File: src/design/pcg32_generator_bounded_assert.svh
// ----------------------------------------------------------------------------
// pcg32_generator_bounded_assert.svh
// Assertion macros for the bounded PCG32 generator. Simulation builds get
// concurrent assertions; synthesis builds get empty bodies.
// ----------------------------------------------------------------------------
`ifndef PCG32_GENERATOR_BOUNDED_ASSERT_SVH
`define PCG32_GENERATOR_BOUNDED_ASSERT_SVH

`ifndef SYNTHESIS
// Same-cycle implication
`define PCG_ASSERT_IMP(lbl, clk, rst, ante, cons, msg) \
  lbl: assert property (@(posedge clk) disable iff (rst) (ante) |-> (cons)) else $error(msg);
// Next-cycle implication
`define PCG_ASSERT_NXT(lbl, clk, rst, ante, cons, msg) \
  lbl: assert property (@(posedge clk) disable iff (rst) (ante) |=> (cons)) else $error(msg);
`else
`define PCG_ASSERT_IMP(lbl, clk, rst, ante, cons, msg)
`define PCG_ASSERT_NXT(lbl, clk, rst, ante, cons, msg)
`endif

`endif

File: src/design/pcg_pkg.sv
// ----------------------------------------------------------------------------
// pcg_pkg
// Shared types, constants, microcode program and datapath helper functions
// for the bounded PCG32 generator.
// ----------------------------------------------------------------------------
package pcg_pkg;

  // LCG constants
  localparam logic [63:0] PCG_MULT       = 64'h5851_f42d_4c95_7f2d;
  localparam logic [63:0] PCG_STATE_INIT = 64'h853c_49e6_748f_ea9b;
  localparam logic [63:0] PCG_INC_INIT   = 64'hda3e_39cb_94b9_5bdb;

  // Command codes
  localparam logic CMD_DRAW   = 1'b0;
  localparam logic CMD_RESEED = 1'b1;

  // Configuration register indexes
  localparam int unsigned CFG_ADDR_W = 1;
  localparam logic [CFG_ADDR_W-1:0] REG_SEED_STATE  = 1'b0;
  localparam logic [CFG_ADDR_W-1:0] REG_SEED_STREAM = 1'b1;

  // Remainder unit retires two dividend bits per cycle across all 32 bits
  localparam int unsigned DIV_CNT_W = 4;

  // Program counter and step addresses
  typedef logic [4:0] pc_t;
  localparam pc_t S_IDLE   = 5'd0;
  localparam pc_t S_DISP   = 5'd1;
  localparam pc_t S_BCHK   = 5'd2;
  localparam pc_t S_TDIV   = 5'd3;
  localparam pc_t S_TCAP   = 5'd4;
  localparam pc_t S_A0     = 5'd5;
  localparam pc_t S_A1     = 5'd6;
  localparam pc_t S_A2     = 5'd7;
  localparam pc_t S_A3     = 5'd8;
  localparam pc_t S_A4     = 5'd9;
  localparam pc_t S_MSTART = 5'd10;
  localparam pc_t S_MDIV   = 5'd11;
  localparam pc_t S_EMREM  = 5'd12;
  localparam pc_t S_EMRAW  = 5'd13;
  localparam pc_t S_RZERO  = 5'd14;
  localparam pc_t S_R1A0   = 5'd15;
  localparam pc_t S_R1A1   = 5'd16;
  localparam pc_t S_R1A2   = 5'd17;
  localparam pc_t S_R1A3   = 5'd18;
  localparam pc_t S_R1A4   = 5'd19;
  localparam pc_t S_RSEED  = 5'd20;
  localparam pc_t S_R2A0   = 5'd21;
  localparam pc_t S_R2A1   = 5'd22;
  localparam pc_t S_R2A2   = 5'd23;
  localparam pc_t S_R2A3   = 5'd24;
  localparam pc_t S_R2A4   = 5'd25;

  // Microword fields
  typedef enum logic [2:0] {
    C_NEXT, C_WAIT_IN, C_ALWAYS, C_RESEED, C_BOUND0, C_DIV_MORE, C_REJECT, C_OUT_FREE
  } cond_t;

  typedef enum logic [1:0] {MUL_LL, MUL_HL, MUL_LH} mul_sel_t;
  typedef enum logic [1:0] {ACC_HOLD, ACC_INC, ACC_ADD_LO, ACC_ADD_HI} acc_op_t;
  typedef enum logic [1:0] {ST_HOLD, ST_ZERO, ST_SEED_ADD, ST_LOAD_ACC} st_op_t;
  typedef enum logic [1:0] {THR_HOLD, THR_CLEAR, THR_CAPTURE} thr_op_t;
  typedef enum logic [1:0] {DIV_NONE, DIV_START_THR, DIV_START_MOD, DIV_STEP} div_op_t;
  typedef enum logic [1:0] {EMIT_NONE, EMIT_REM, EMIT_RAW} emit_t;

  typedef struct packed {
    cond_t    cond;
    pc_t      target;
    mul_sel_t mul_sel;
    acc_op_t  acc_op;
    st_op_t   st_op;
    logic     inc_load;
    logic     raw_cap;
    thr_op_t  thr_op;
    div_op_t  div_op;
    emit_t    emit;
  } ctrl_t;

  // Flags from the datapath back to the sequencer
  typedef struct packed {
    logic in_valid;
    logic out_busy;
    logic reseed;
    logic bound0;
    logic div_more;
    logic reject;
  } status_t;

  localparam ctrl_t CTRL_NOP = '{
    cond: C_NEXT, target: S_IDLE, mul_sel: MUL_LL, acc_op: ACC_HOLD, st_op: ST_HOLD,
    inc_load: 1'b0, raw_cap: 1'b0, thr_op: THR_HOLD, div_op: DIV_NONE, emit: EMIT_NONE
  };

  // Control store
  function automatic ctrl_t ucode(pc_t pc);
    ctrl_t w;
    w = CTRL_NOP;
    unique case (pc)
      S_IDLE: w.cond = C_WAIT_IN;
      S_DISP: begin
        w.div_op = DIV_START_THR;
        w.thr_op = THR_CLEAR;
        w.cond   = C_RESEED;
        w.target = S_RZERO;
      end
      S_BCHK: begin
        w.cond   = C_BOUND0;
        w.target = S_A0;
      end
      S_TDIV: begin
        w.div_op = DIV_STEP;
        w.cond   = C_DIV_MORE;
        w.target = S_TDIV;
      end
      S_TCAP: w.thr_op = THR_CAPTURE;
      S_A0, S_R1A0, S_R2A0: begin
        w.acc_op  = ACC_INC;
        w.mul_sel = MUL_LL;
        w.raw_cap = 1'b1;
      end
      S_A1, S_R1A1, S_R2A1: begin
        w.acc_op  = ACC_ADD_LO;
        w.mul_sel = MUL_HL;
      end
      S_A2, S_R1A2, S_R2A2: begin
        w.acc_op  = ACC_ADD_HI;
        w.mul_sel = MUL_LH;
      end
      S_A3, S_R1A3, S_R2A3: w.acc_op = ACC_ADD_HI;
      S_A4: begin
        w.st_op  = ST_LOAD_ACC;
        w.cond   = C_REJECT;
        w.target = S_A0;
      end
      S_MSTART: begin
        w.div_op = DIV_START_MOD;
        w.cond   = C_BOUND0;
        w.target = S_EMRAW;
      end
      S_MDIV: begin
        w.div_op = DIV_STEP;
        w.cond   = C_DIV_MORE;
        w.target = S_MDIV;
      end
      S_EMREM: begin
        w.emit   = EMIT_REM;
        w.cond   = C_OUT_FREE;
        w.target = S_IDLE;
      end
      S_EMRAW: begin
        w.emit   = EMIT_RAW;
        w.cond   = C_OUT_FREE;
        w.target = S_IDLE;
      end
      S_RZERO: begin
        w.st_op    = ST_ZERO;
        w.inc_load = 1'b1;
      end
      S_R1A4: w.st_op = ST_LOAD_ACC;
      S_RSEED: w.st_op = ST_SEED_ADD;
      S_R2A4: begin
        w.st_op  = ST_LOAD_ACC;
        w.cond   = C_ALWAYS;
        w.target = S_IDLE;
      end
      default: begin
        w.cond   = C_ALWAYS;
        w.target = S_IDLE;
      end
    endcase
    return w;
  endfunction

  // XSH-RR output permutation of a state word
  function automatic logic [31:0] pcg_perm(logic [63:0] s);
    logic [63:0] t;
    logic [31:0] xs;
    logic [63:0] dbl;
    logic [4:0]  rot;
    t   = s ^ (s >> 18);
    xs  = t[58:27];
    rot = s[63:59];
    dbl = {xs, xs} >> rot;
    return dbl[31:0];
  endfunction

  // One restoring remainder step; r must be below d
  function automatic logic [31:0] rem_step(logic [31:0] r, logic b, logic [31:0] d);
    logic [32:0] t;
    t = {r, b};
    if (t >= {1'b0, d}) begin
      t = t - {1'b0, d};
    end
    return t[31:0];
  endfunction

endpackage

File: src/design/pcg_seq.sv
// ----------------------------------------------------------------------------
// pcg_seq
// Microcode sequencer: step counter, control store lookup and branch logic.
// ----------------------------------------------------------------------------
module pcg_seq (
  input  logic            clk,
  input  logic            rst,
  input  pcg_pkg::status_t status,
  output pcg_pkg::ctrl_t   ctrl,
  output logic            in_ready
);
  import pcg_pkg::*;

  pc_t   pc;
  pc_t   pc_next;
  ctrl_t word;
  logic  stall;

  // Step counter
  always_ff @(posedge clk) begin
    if (rst) begin
      pc <= S_IDLE;
    end else begin
      pc <= pc_next;
    end
  end

  // Fetch, evaluate branch condition, gate control on stall
  always_comb begin
    word    = ucode(pc);
    stall   = 1'b0;
    pc_next = pc_t'(pc + 1'b1);
    unique case (word.cond)
      C_NEXT:     pc_next = pc_t'(pc + 1'b1);
      C_WAIT_IN: begin
        stall = !status.in_valid;
        if (stall) pc_next = pc;
      end
      C_ALWAYS:   pc_next = word.target;
      C_RESEED:   if (status.reseed) pc_next = word.target;
      C_BOUND0:   if (status.bound0) pc_next = word.target;
      C_DIV_MORE: if (status.div_more) pc_next = word.target;
      C_REJECT:   if (status.reject) pc_next = word.target;
      C_OUT_FREE: begin
        stall   = status.out_busy;
        pc_next = stall ? pc : word.target;
      end
      default:    pc_next = S_IDLE;
    endcase
    ctrl     = stall ? CTRL_NOP : word;
    in_ready = (word.cond == C_WAIT_IN);
  end

endmodule

File: src/design/pcg_dp.sv
// ----------------------------------------------------------------------------
// pcg_dp
// Datapath: seed registers, LCG state and increment, shared 32x32 multiplier
// with accumulator, output permutation, radix-4 remainder unit, result
// register.
// ----------------------------------------------------------------------------
`include "pcg32_generator_bounded_assert.svh"

module pcg_dp (
  input  logic                             clk,
  input  logic                             rst,
  input  pcg_pkg::ctrl_t                   ctrl,
  output pcg_pkg::status_t                 status,
  input  logic                             in_valid,
  input  logic                             in_ready,
  input  logic                             in_command,
  input  logic [31:0]                      in_bound,
  input  logic                             cfg_wr_en,
  input  logic [pcg_pkg::CFG_ADDR_W-1:0]   cfg_addr,
  input  logic [63:0]                      cfg_wdata,
  output logic                             out_valid,
  input  logic                             out_ready,
  output logic [31:0]                      out_value
);
  import pcg_pkg::*;

  logic [63:0] seed_state;
  logic [63:0] seed_stream;
  logic [63:0] lcg_state;
  logic [63:0] increment;

  logic        command;
  logic [31:0] bound;
  logic [31:0] mul_a;
  logic [31:0] mul_b;
  logic [63:0] prod;
  logic [63:0] prod_next;
  logic [63:0] acc;
  logic [31:0] raw;
  logic [31:0] thr;
  logic [31:0] rem;
  logic [31:0] rem_mid;
  logic [31:0] rem_next;
  logic [31:0] dividend;
  logic [DIV_CNT_W-1:0] div_cnt;

  // Pick partial-product operands
  always_comb begin
    unique case (ctrl.mul_sel)
      MUL_LL: begin
        mul_a = lcg_state[31:0];
        mul_b = PCG_MULT[31:0];
      end
      MUL_HL: begin
        mul_a = lcg_state[63:32];
        mul_b = PCG_MULT[31:0];
      end
      MUL_LH: begin
        mul_a = lcg_state[31:0];
        mul_b = PCG_MULT[63:32];
      end
      default: begin
        mul_a = lcg_state[31:0];
        mul_b = PCG_MULT[31:0];
      end
    endcase
    prod_next = {32'd0, mul_a} * {32'd0, mul_b};
  end

  // Two remainder steps per cycle
  assign rem_mid  = rem_step(rem, dividend[31], bound);
  assign rem_next = rem_step(rem_mid, dividend[30], bound);

  // Control-bearing registers
  always_ff @(posedge clk) begin
    if (rst) begin
      seed_state  <= '0;
      seed_stream <= '0;
      lcg_state   <= PCG_STATE_INIT;
      increment   <= PCG_INC_INIT;
      out_valid   <= 1'b0;
    end else begin
      if (cfg_wr_en) begin
        unique case (cfg_addr)
          REG_SEED_STATE:  seed_state  <= cfg_wdata;
          REG_SEED_STREAM: seed_stream <= cfg_wdata;
          default: ;
        endcase
      end
      unique case (ctrl.st_op)
        ST_HOLD:     ;
        ST_ZERO:     lcg_state <= '0;
        ST_SEED_ADD: lcg_state <= lcg_state + seed_state;
        ST_LOAD_ACC: lcg_state <= acc;
        default:     ;
      endcase
      if (ctrl.inc_load) begin
        increment <= {seed_stream[62:0], 1'b1};
      end
      if (ctrl.emit != EMIT_NONE) begin
        out_valid <= 1'b1;
      end else if (out_ready) begin
        out_valid <= 1'b0;
      end
    end
  end

  // Payload registers
  always_ff @(posedge clk) begin
    // Latch the request
    if (in_valid && in_ready) begin
      command <= in_command;
      bound   <= in_bound;
    end
    prod <= prod_next;
    // Accumulate state * multiplier + increment
    unique case (ctrl.acc_op)
      ACC_HOLD:   ;
      ACC_INC:    acc <= increment;
      ACC_ADD_LO: acc <= acc + prod;
      ACC_ADD_HI: acc <= acc + {prod[31:0], 32'd0};
      default:    ;
    endcase
    if (ctrl.raw_cap) begin
      raw <= pcg_perm(lcg_state);
    end
    unique case (ctrl.thr_op)
      THR_HOLD:    ;
      THR_CLEAR:   thr <= '0;
      THR_CAPTURE: thr <= rem;
      default:     ;
    endcase
    // Remainder unit: threshold is (2^32 - bound) mod bound
    unique case (ctrl.div_op)
      DIV_NONE: ;
      DIV_START_THR: begin
        rem      <= '0;
        dividend <= (~bound) + 32'd1;
        div_cnt  <= '0;
      end
      DIV_START_MOD: begin
        rem      <= '0;
        dividend <= raw;
        div_cnt  <= '0;
      end
      DIV_STEP: begin
        rem      <= rem_next;
        dividend <= {dividend[29:0], 2'b00};
        div_cnt  <= div_cnt + 1'b1;
      end
      default: ;
    endcase
    if (ctrl.emit == EMIT_REM) begin
      out_value <= rem;
    end else if (ctrl.emit == EMIT_RAW) begin
      out_value <= raw;
    end
  end

  // Flags for the sequencer
  always_comb begin
    status.in_valid = in_valid;
    status.out_busy = out_valid && !out_ready;
    status.reseed   = (command == CMD_RESEED);
    status.bound0   = (bound == '0);
    status.div_more = (div_cnt != '1);
    status.reject   = (raw < thr);
  end

  `PCG_ASSERT_IMP(a_emit_free, clk, rst, ctrl.emit != EMIT_NONE, !out_valid || out_ready, "result overwritten before taken")
  `PCG_ASSERT_IMP(a_rem_below, clk, rst, ctrl.emit == EMIT_REM, rem < bound, "bounded result not below bound")
  `PCG_ASSERT_NXT(a_thr_below, clk, rst, ctrl.thr_op == THR_CAPTURE, thr < bound, "threshold not below bound")
  `PCG_ASSERT_IMP(a_raw_bound0, clk, rst, ctrl.emit == EMIT_RAW, (bound == '0) && (command == CMD_DRAW), "raw result for a bounded request")

endmodule

File: src/design/pcg32_generator_bounded.sv
// ----------------------------------------------------------------------------
// pcg32_generator_bounded
// PCG32 (XSH-RR, 64-bit state) generator with unbiased bounded draws.
// ----------------------------------------------------------------------------
// A request on the slave stream is either a draw (tuser 0) or a reseed
// (tuser 1). A draw with bound 0 returns one raw 32-bit output. A draw with
// a nonzero bound returns a value below the bound, and each rejected raw
// output costs one more LCG step: the rejection threshold and then the
// final remainder are computed in a remainder unit that retires two bits
// per cycle, and each LCG step runs on one shared 32x32 multiplier that
// forms three partial products. A reseed returns nothing. One request is
// worked at a time; a finished result waits in the output register while
// the next request is taken. The user must write the seed registers only
// while the block is idle; the block itself does not enforce this.
module pcg32_generator_bounded (
  input  logic                           clk,
  input  logic                           rst,
  input  logic                           s_axis_tvalid,
  output logic                           s_axis_tready,
  input  logic [31:0]                    s_axis_tdata,  // [31:0] bound
  input  logic [0:0]                     s_axis_tuser,  // [0] command
  output logic                           m_axis_tvalid,
  input  logic                           m_axis_tready,
  output logic [31:0]                    m_axis_tdata,  // [31:0] value
  input  logic                           cfg_wr_en,
  input  logic [pcg_pkg::CFG_ADDR_W-1:0] cfg_addr,
  input  logic [63:0]                    cfg_wdata
);
  import pcg_pkg::*;

  ctrl_t   ctrl;
  status_t status;
  logic    in_ready;

  assign s_axis_tready = in_ready;

  // Microcode sequencer
  pcg_seq u_seq (
    .clk      (clk),
    .rst      (rst),
    .status   (status),
    .ctrl     (ctrl),
    .in_ready (in_ready)
  );

  // Datapath
  pcg_dp u_dp (
    .clk        (clk),
    .rst        (rst),
    .ctrl       (ctrl),
    .status     (status),
    .in_valid   (s_axis_tvalid),
    .in_ready   (in_ready),
    .in_command (s_axis_tuser[0]),
    .in_bound   (s_axis_tdata),
    .cfg_wr_en  (cfg_wr_en),
    .cfg_addr   (cfg_addr),
    .cfg_wdata  (cfg_wdata),
    .out_valid  (m_axis_tvalid),
    .out_ready  (m_axis_tready),
    .out_value  (m_axis_tdata)
  );

endmodule
File: config.mk
export PLATFORM = sky130hd
export DESIGN_NAME = pcg32_generator_bounded
export DESIGN_NICKNAME = d
export VERILOG_FILES = /design/src/design/pcg_pkg.sv /design/src/design/pcg_seq.sv /design/src/design/pcg_dp.sv /design/src/design/pcg32_generator_bounded.sv
export VERILOG_INCLUDE_DIRS = /design/src /design/src/design
export SDC_FILE = /design/constraint.sdc
export NUM_CORES = 2
export LEC_CHECK = 0
export ABC_CLOCK_PERIOD_IN_PS = 11900
export BUFFER_PORTS_ARGS = -buffer_cell sky130_fd_sc_hd__buf_2
export CAP_MARGIN = 5
export CORE_MARGIN = 5
export CORE_UTILIZATION = 40
export CTS_CLUSTER_DIAMETER = 50
export DETAILED_ROUTE_END_ITERATION = 7
export PLACE_DENSITY = 0.56
export SLEW_MARGIN = 10
export SYNTH_ARGS = -nofsm -noshare
export SYNTH_HDL_FRONTEND = slang
export SYNTH_SLANG_ARGS = --single-unit
File: constraint.sdc
create_clock -name clk -period 11.9 [get_ports clk]
set_input_delay 2.38 -clock clk [delete_from_list [all_inputs] [get_ports clk]]
set_output_delay 2.38 -clock clk [all_outputs]
set_load 0.01 [all_outputs]
### After elaboration in Yosys (flattened, before gate mapping)

Cells that the tools add are included.
Widths: inputs -> output; s select.

* bits in registers: 585
* bits in latches: 0
* bits in writable memories: 0
* memory bits (read-only): 0
* bits of input ports: 103
* output and inout port bits: 34
* logic and storage cells: 144
* memories kept: 0

* $add $sub $neg: 8
* $mul: 1
* div/mod/pow operators: 0
* order comparisons: 3
* equal/unequal tests: 50
* shift operators: 1
* multiplexer cells: 33
* bitwise logic cells: 3
* reduce and logical (&&, ||, !) cells: 29

Operators with widths (count)
* $pmux 64 s3: 2
* $add 64x64->64: 3
* $mux 32: 5
* $pmux 32 s2: 2
* $pmux 32 s3: 1
* $ge 33x32->1: 2
* $shr 64x5->32: 1
* $sub 32x32->32: 2
* $mul 32x31->63: 1
* $xor 59x46->59: 1
* $eq 5x5->1 const B: 10
* $eq 5x4->1 const B: 8
* $pmux 5 s8: 1
* $add 32x1->32 const B: 1
* $logic_not 32->1: 1
* $lt 32x32->1: 1
* $not 32->32: 1
* $mux 5: 6
* $mux 29: 1
* $pmux 3 s7: 1
* $eq 5x3->1 const B: 4
* $pmux 4 s5: 1
* $eq 2x2->1 const B: 9
* $pmux 2 s3: 3
* 27 further kinds: 60

### Longest topological paths before layout

* depth after elaboration: 9
* gate-level depth with buffers: 39
* depth with buffers taken out: 36

### Cells and area by module

A second synthesis with hierarchy kept.

* cells, all modules: 6639
* area, all modules: 60113.9 um2

By module, submodules not included
* pcg_dp: times used 1, cells an instance 6454, area an instance 58907.7 um2, seq. area each 14223.6 um2
* pcg_seq: times used 1, cells an instance 185, area an instance 1206.2 um2, seq. area each 100.1 um2

### Worst setup path before layout

No wires, ideal clock.

* path type: register -> register
* from: register u_seq.pc[1]
* to: register u_dp.prod[59]
* library setup time: 0.072 ns
* arrival: 9.018 ns
* required time: 11.828 ns
* path slack: 2.811 ns
* stages on the path, launching flop included: 33
* path buffers: 4
* period minus slack after synthesis: 9.089 ns
* cells stage by stage: dfxtp_1 inv_1 ha_1 buf_2 nand3b_1 a21oi_1 nor2_1 buf_2 buf_2 mux2i_1 inv_1 fa_1 inv_1 fa_1 fa_1 fa_1 inv_1 fa_1 fa_1 fa_1 fa_1 ha_1 clkbuf_1 nand2_1 nor3_1 nand3_1 a21oi_1 nor3_1 o31a_1 o21ai_1 a221oi_1 o41ai_2 xor2_1

* cells in the longest elaborated chain, start to end: 9
* elaborated cells between the ends (all ways): 42
* classes of those cells: 1 x mul; 28 x eq/ne; 6 x mux; 7 x reduce/logical

Ends and longest elaborated chain
* start: declaration: line pcg_seq.sv:14 `pc_t pc;`
* start signal: assignment: line pcg_seq.sv:24 `pc <= pc_next;`
* $eq 5x3->1 (tied with other cells): line pcg_pkg.sv:98 `unique case (pc)`
* $reduce_or 16->1 (no line) / $reduce_or 2->1 (equally long branches)
* $pmux 3 s7: line pcg_pkg.sv:98
* $eq 3x3->1 / $eq 3x1->1 (equally long branches): line pcg_seq.sv:33 `unique case (word.cond)`
* $pmux 1 s2: line pcg_seq.sv:33
* $mux 14 *: line pcg_seq.sv:50 `ctrl = stall ? CTRL_NOP : word;`
* $eq 2x1->1 / $eq 2x2->1 (equally long branches): line pcg_dp.sv:49 `unique case (ctrl.mul_sel)`
* $mux 32 / $mux 29 (equally long branches): line pcg_dp.sv:49
* $mul 32x31->63 *: line pcg_dp.sv:67 `prod_next = {32'd0, mul_a} * {32'd0, mul_b};`
* via u_dp.prod_next[59]: line pcg_dp.sv:37 `logic [63:0] prod_next;`
* end signal: assignment: line pcg_dp.sv:115 `prod <= prod_next;`
* end: declaration: line pcg_dp.sv:36 `logic [63:0] prod;`

The timed path passes the listed nets; every way through them passes the cells marked *.
A chain may end at the register's enable or synchronous reset.

### Final worst setup path

* from: register u_seq.pc[2]
* to: register u_dp.prod[58]

The elaborated chain is that of the path after synthesis.

==> impl_metrics.json <==
{
  "cp.required_ps": 12520,
  "post-route-util_pct": 44.0,
  "reg2reg_from": "u_seq.pc[2]",
  "max_slew_margin_pct": 28.4,
  "critPathMaxStageDelay_ps": 940,
  "rows": 142,
  "routedWlPerCell_um": 24.4,
  "crit_path_max_fanout": 26,
  "slowest_stage": "dfxtp_1",
  "fin_ws_ps": 816,
  "netlist_area_mm2": 0.0602,
  "dieWidth_um": 398,
  "synth.avg_cell_area_um2": 8.99,
  "critPathKind": "reg2reg",
  "yosysSeqAreaShare_pct": 23.7,
  "hp-start": "u_dp.seed_stream[55]",
  "cpMostUsedCell": "fa_1",
  "yosys.cell_types.count": 111,
  "grt_antenna_before_repair": 9,
  "via_per_inst": 5.62,
  "min_period_over_period_pct": 93.1,
  "clock_sinks": 584,
  "fin_skew_ps": 50.7,
  "ctsHoldBuffers": 0,
  "setup.worst_path.end_class": "flop",
  "post-dp-hpwl_um": 177000,
  "drcViolationCount": 1,
  "grt_pass1_vias": 49100,
  "nFillCells": 14800,
  "synth_edf_count": 261,
  "pin_count": 137,
  "dieArea_mm2": 0.158,
  "rsz0062_at_grt": "false",
  "hold_viol_final": 0,
  "violations": "DRC",
  "met3WireLength_um": 15900,
  "grt_start_max_net_pins": 182,
  "max_freq_mhz": 90.2,
  "hold_ws_ps": 455,
  "cts-resized-gates": 0,
  "status": "finished, violations left",
  "wl_met2_um": 97300,
  "routed_wl_um": 216000,
  "top_layer_used": "met5",
  "clk_latency_ps": 720,
  "firstDrtPassIters": 8,
  "pre_cts_ws_ps": 1070,
  "wl_met1_um": 95000,
  "core_mm2": 0.150,
  "port_buffers": 136,
  "drv_cap": 0,
  "grt-ovfl-total": 0,
  "layout.nets": 8067,
  "synth-async-reset-ratio_pct": 0,
  "postCtsSetupRepairBufs": 0,
  "cts_tree": "yes",
  "hp-class": "reg2reg",
  "grt_usage_pct": 26.8,
  "ys_warn_count": 0,
  "gp_congestion": 0.986,
  "drive_above_1_share_pct": 7.42,
  "ant_nets": 0,
  "cts_root_buf": "clkbuf_16",
  "worstMarginPinSlew_ps": 1070,
  "start_util_pct": 40.2,
  "slew_violations": 0,
  "route.vias.total": 49700,
  "arrival_ps": 11700,
  "cts.htree.levels": 3,
  "synthToLayoutAreaGrowth_pct": 9.49,
  "synth_seq_cells": 584,
  "grt_first_pass_wirelength_um": 318000,
  "cts_buffers": 87,
  "critPathLaunchType": "flop",
  "clock_path_buffers": 3,
  "setup_tns_ps": 0,
  "drtIter0Drc": 4263,
  "synth_top_flop_cell": "dfxtp_1",
  "die_y_um": 398,
  "synth_cells": 6697,
  "crit_start": "u_seq.pc[2]",
  "layout_min_cycle_time_ps": 11080,
  "path_clk_slew_ps": 50,
  "setup_viol": 0
}
==> registers in the layout, summed over array words and instances, names as in the netlist <==
name and count:
u_dp.acc 64, u_dp.bound 32, u_dp.command 1, u_dp.div_cnt 4
u_dp.dividend 32, u_dp.increment 63, u_dp.lcg_state 64, u_dp.out_valid 1
u_dp.out_value 32, u_dp.prod 63, u_dp.raw 32, u_dp.rem 32
u_dp.seed_state 64, u_dp.seed_stream 63, u_dp.thr 32, u_seq.pc 5
==> layer usage <==
layer / vias to the layer above / GRT usage [%]
met1: 24600 / 37.0
met3: 335 / 5.05
li1: 23000 / -
met5: - / 0
met4: 8 / 8.54
met2: 1754 / 42.4
==> critical path, delay by kind of cell (launching register included) <==
family / cells / cell delay [ps]
XOR/XNOR: 1 / 160
adder cells (fa/ha/maj): 9 / 4440
AO/OA/AOI/OAI: 7 / 2000
multiplexers: 1 / 610
buffers and inverters: 3 / 600
flip-flops: 1 / 940
AND/OR/NAND/NOR: 6 / 2210
==> placed cells by master (no fill, tap or decap), types with 97 or more instances in the layout <==
cell | synthesis | routed
a21oi_1 | 499 | 499
nor2_1 | 428 | 425
inv_1 | 871 | 871
dfxtp_1 | 323 | 322
mux2i_1 | 121 | 120
xnor2_1 | 186 | 186
a21o_1 | 177 | 177
xor2_1 | 102 | 102
o21ai_0 | 313 | 313
buf_2 | 27 | 135
mux2_2 | 97 | 97
fa_1 | 540 | 540
edfxtp_1 | 261 | 261
ha_1 | 678 | 678
nand2_1 | 798 | 796
==> synth_stat cells (all sizes together), types with 16 or more instances <==
cell type	number	area, um2
o31ai	25	211
a222oi	21	210
nor2	428	1610
clkbuf	192	721
a22oi	38	285
xnor2	186	1630
dfxtp	323	6470
inv	875	3280
nor2b	36	225
nand2b	35	219
nand3	81	405
edfxtp	261	7840
mux2i	121	1210
o211ai	24	180
and2	62	388
nand2	799	3000
a21boi	16	120
a31oi	42	278
a221oi	36	322
nand4	62	388
nor3	60	305
buf	65	334
o21bai	49	368
o21a	27	210
fa	540	10800
xor2	102	893
ha	678	8480
and3	43	269
mux2	98	1100
a21o	178	1340
nand3b	43	323
o21ai	364	1830
a211oi	55	440
a21oi	501	2510
==> cells by family after synthesis <==
kind of cell	after synthesis	synth area share, %
multiplexers	223	3.99
adder cells (fa/ha/maj)	1219	32.1
AND/OR/NAND/NOR	1716	12.7
other	2	0.0125
AO/OA/AOI/OAI	1523	16.1
flip-flops	584	23.7
XOR/XNOR	288	4.19
buffers and inverters	1142	7.27
==> path summary, 6_finish.rpt <==
check                             to  slack [ps]  cells past startpoint
hold / removal    u_dp.increment[56]         460                      2
hold reg to reg   u_dp.increment[56]         460                      2
setup reg to reg       u_dp.prod[58]         820                     27
setup / recovery       u_dp.prod[58]         820                     27
==> layout make-up <==
class,instances,area [um2],share of cell area (%)
Antenna cell,5,12.5,0.0190
Timing Repair Buffer,188,1090,1.66
Inverter,885,3320,5.04
Tap cell,2016,2520,3.82
Sequential cell,584,14300,21.7
Clock inverter,63,686,1.04
Multi-Input combinational cell,5000,41700,63.3
Clock buffer,100,2270,3.44
==> through the flow <==
stage	instances	instance area, um2
3_5_place_dp	8673	63000
2_1_floorplan	6726	60300
3_3_place_gp	8673	63000
4_1_cts	8836	65900
6_report	8841	65900
5_1_grt	8836	65900
Power is left out: the tool's default activity adds up to more than one toggle a clock period on the data nets, which glitch-free logic cannot reach.
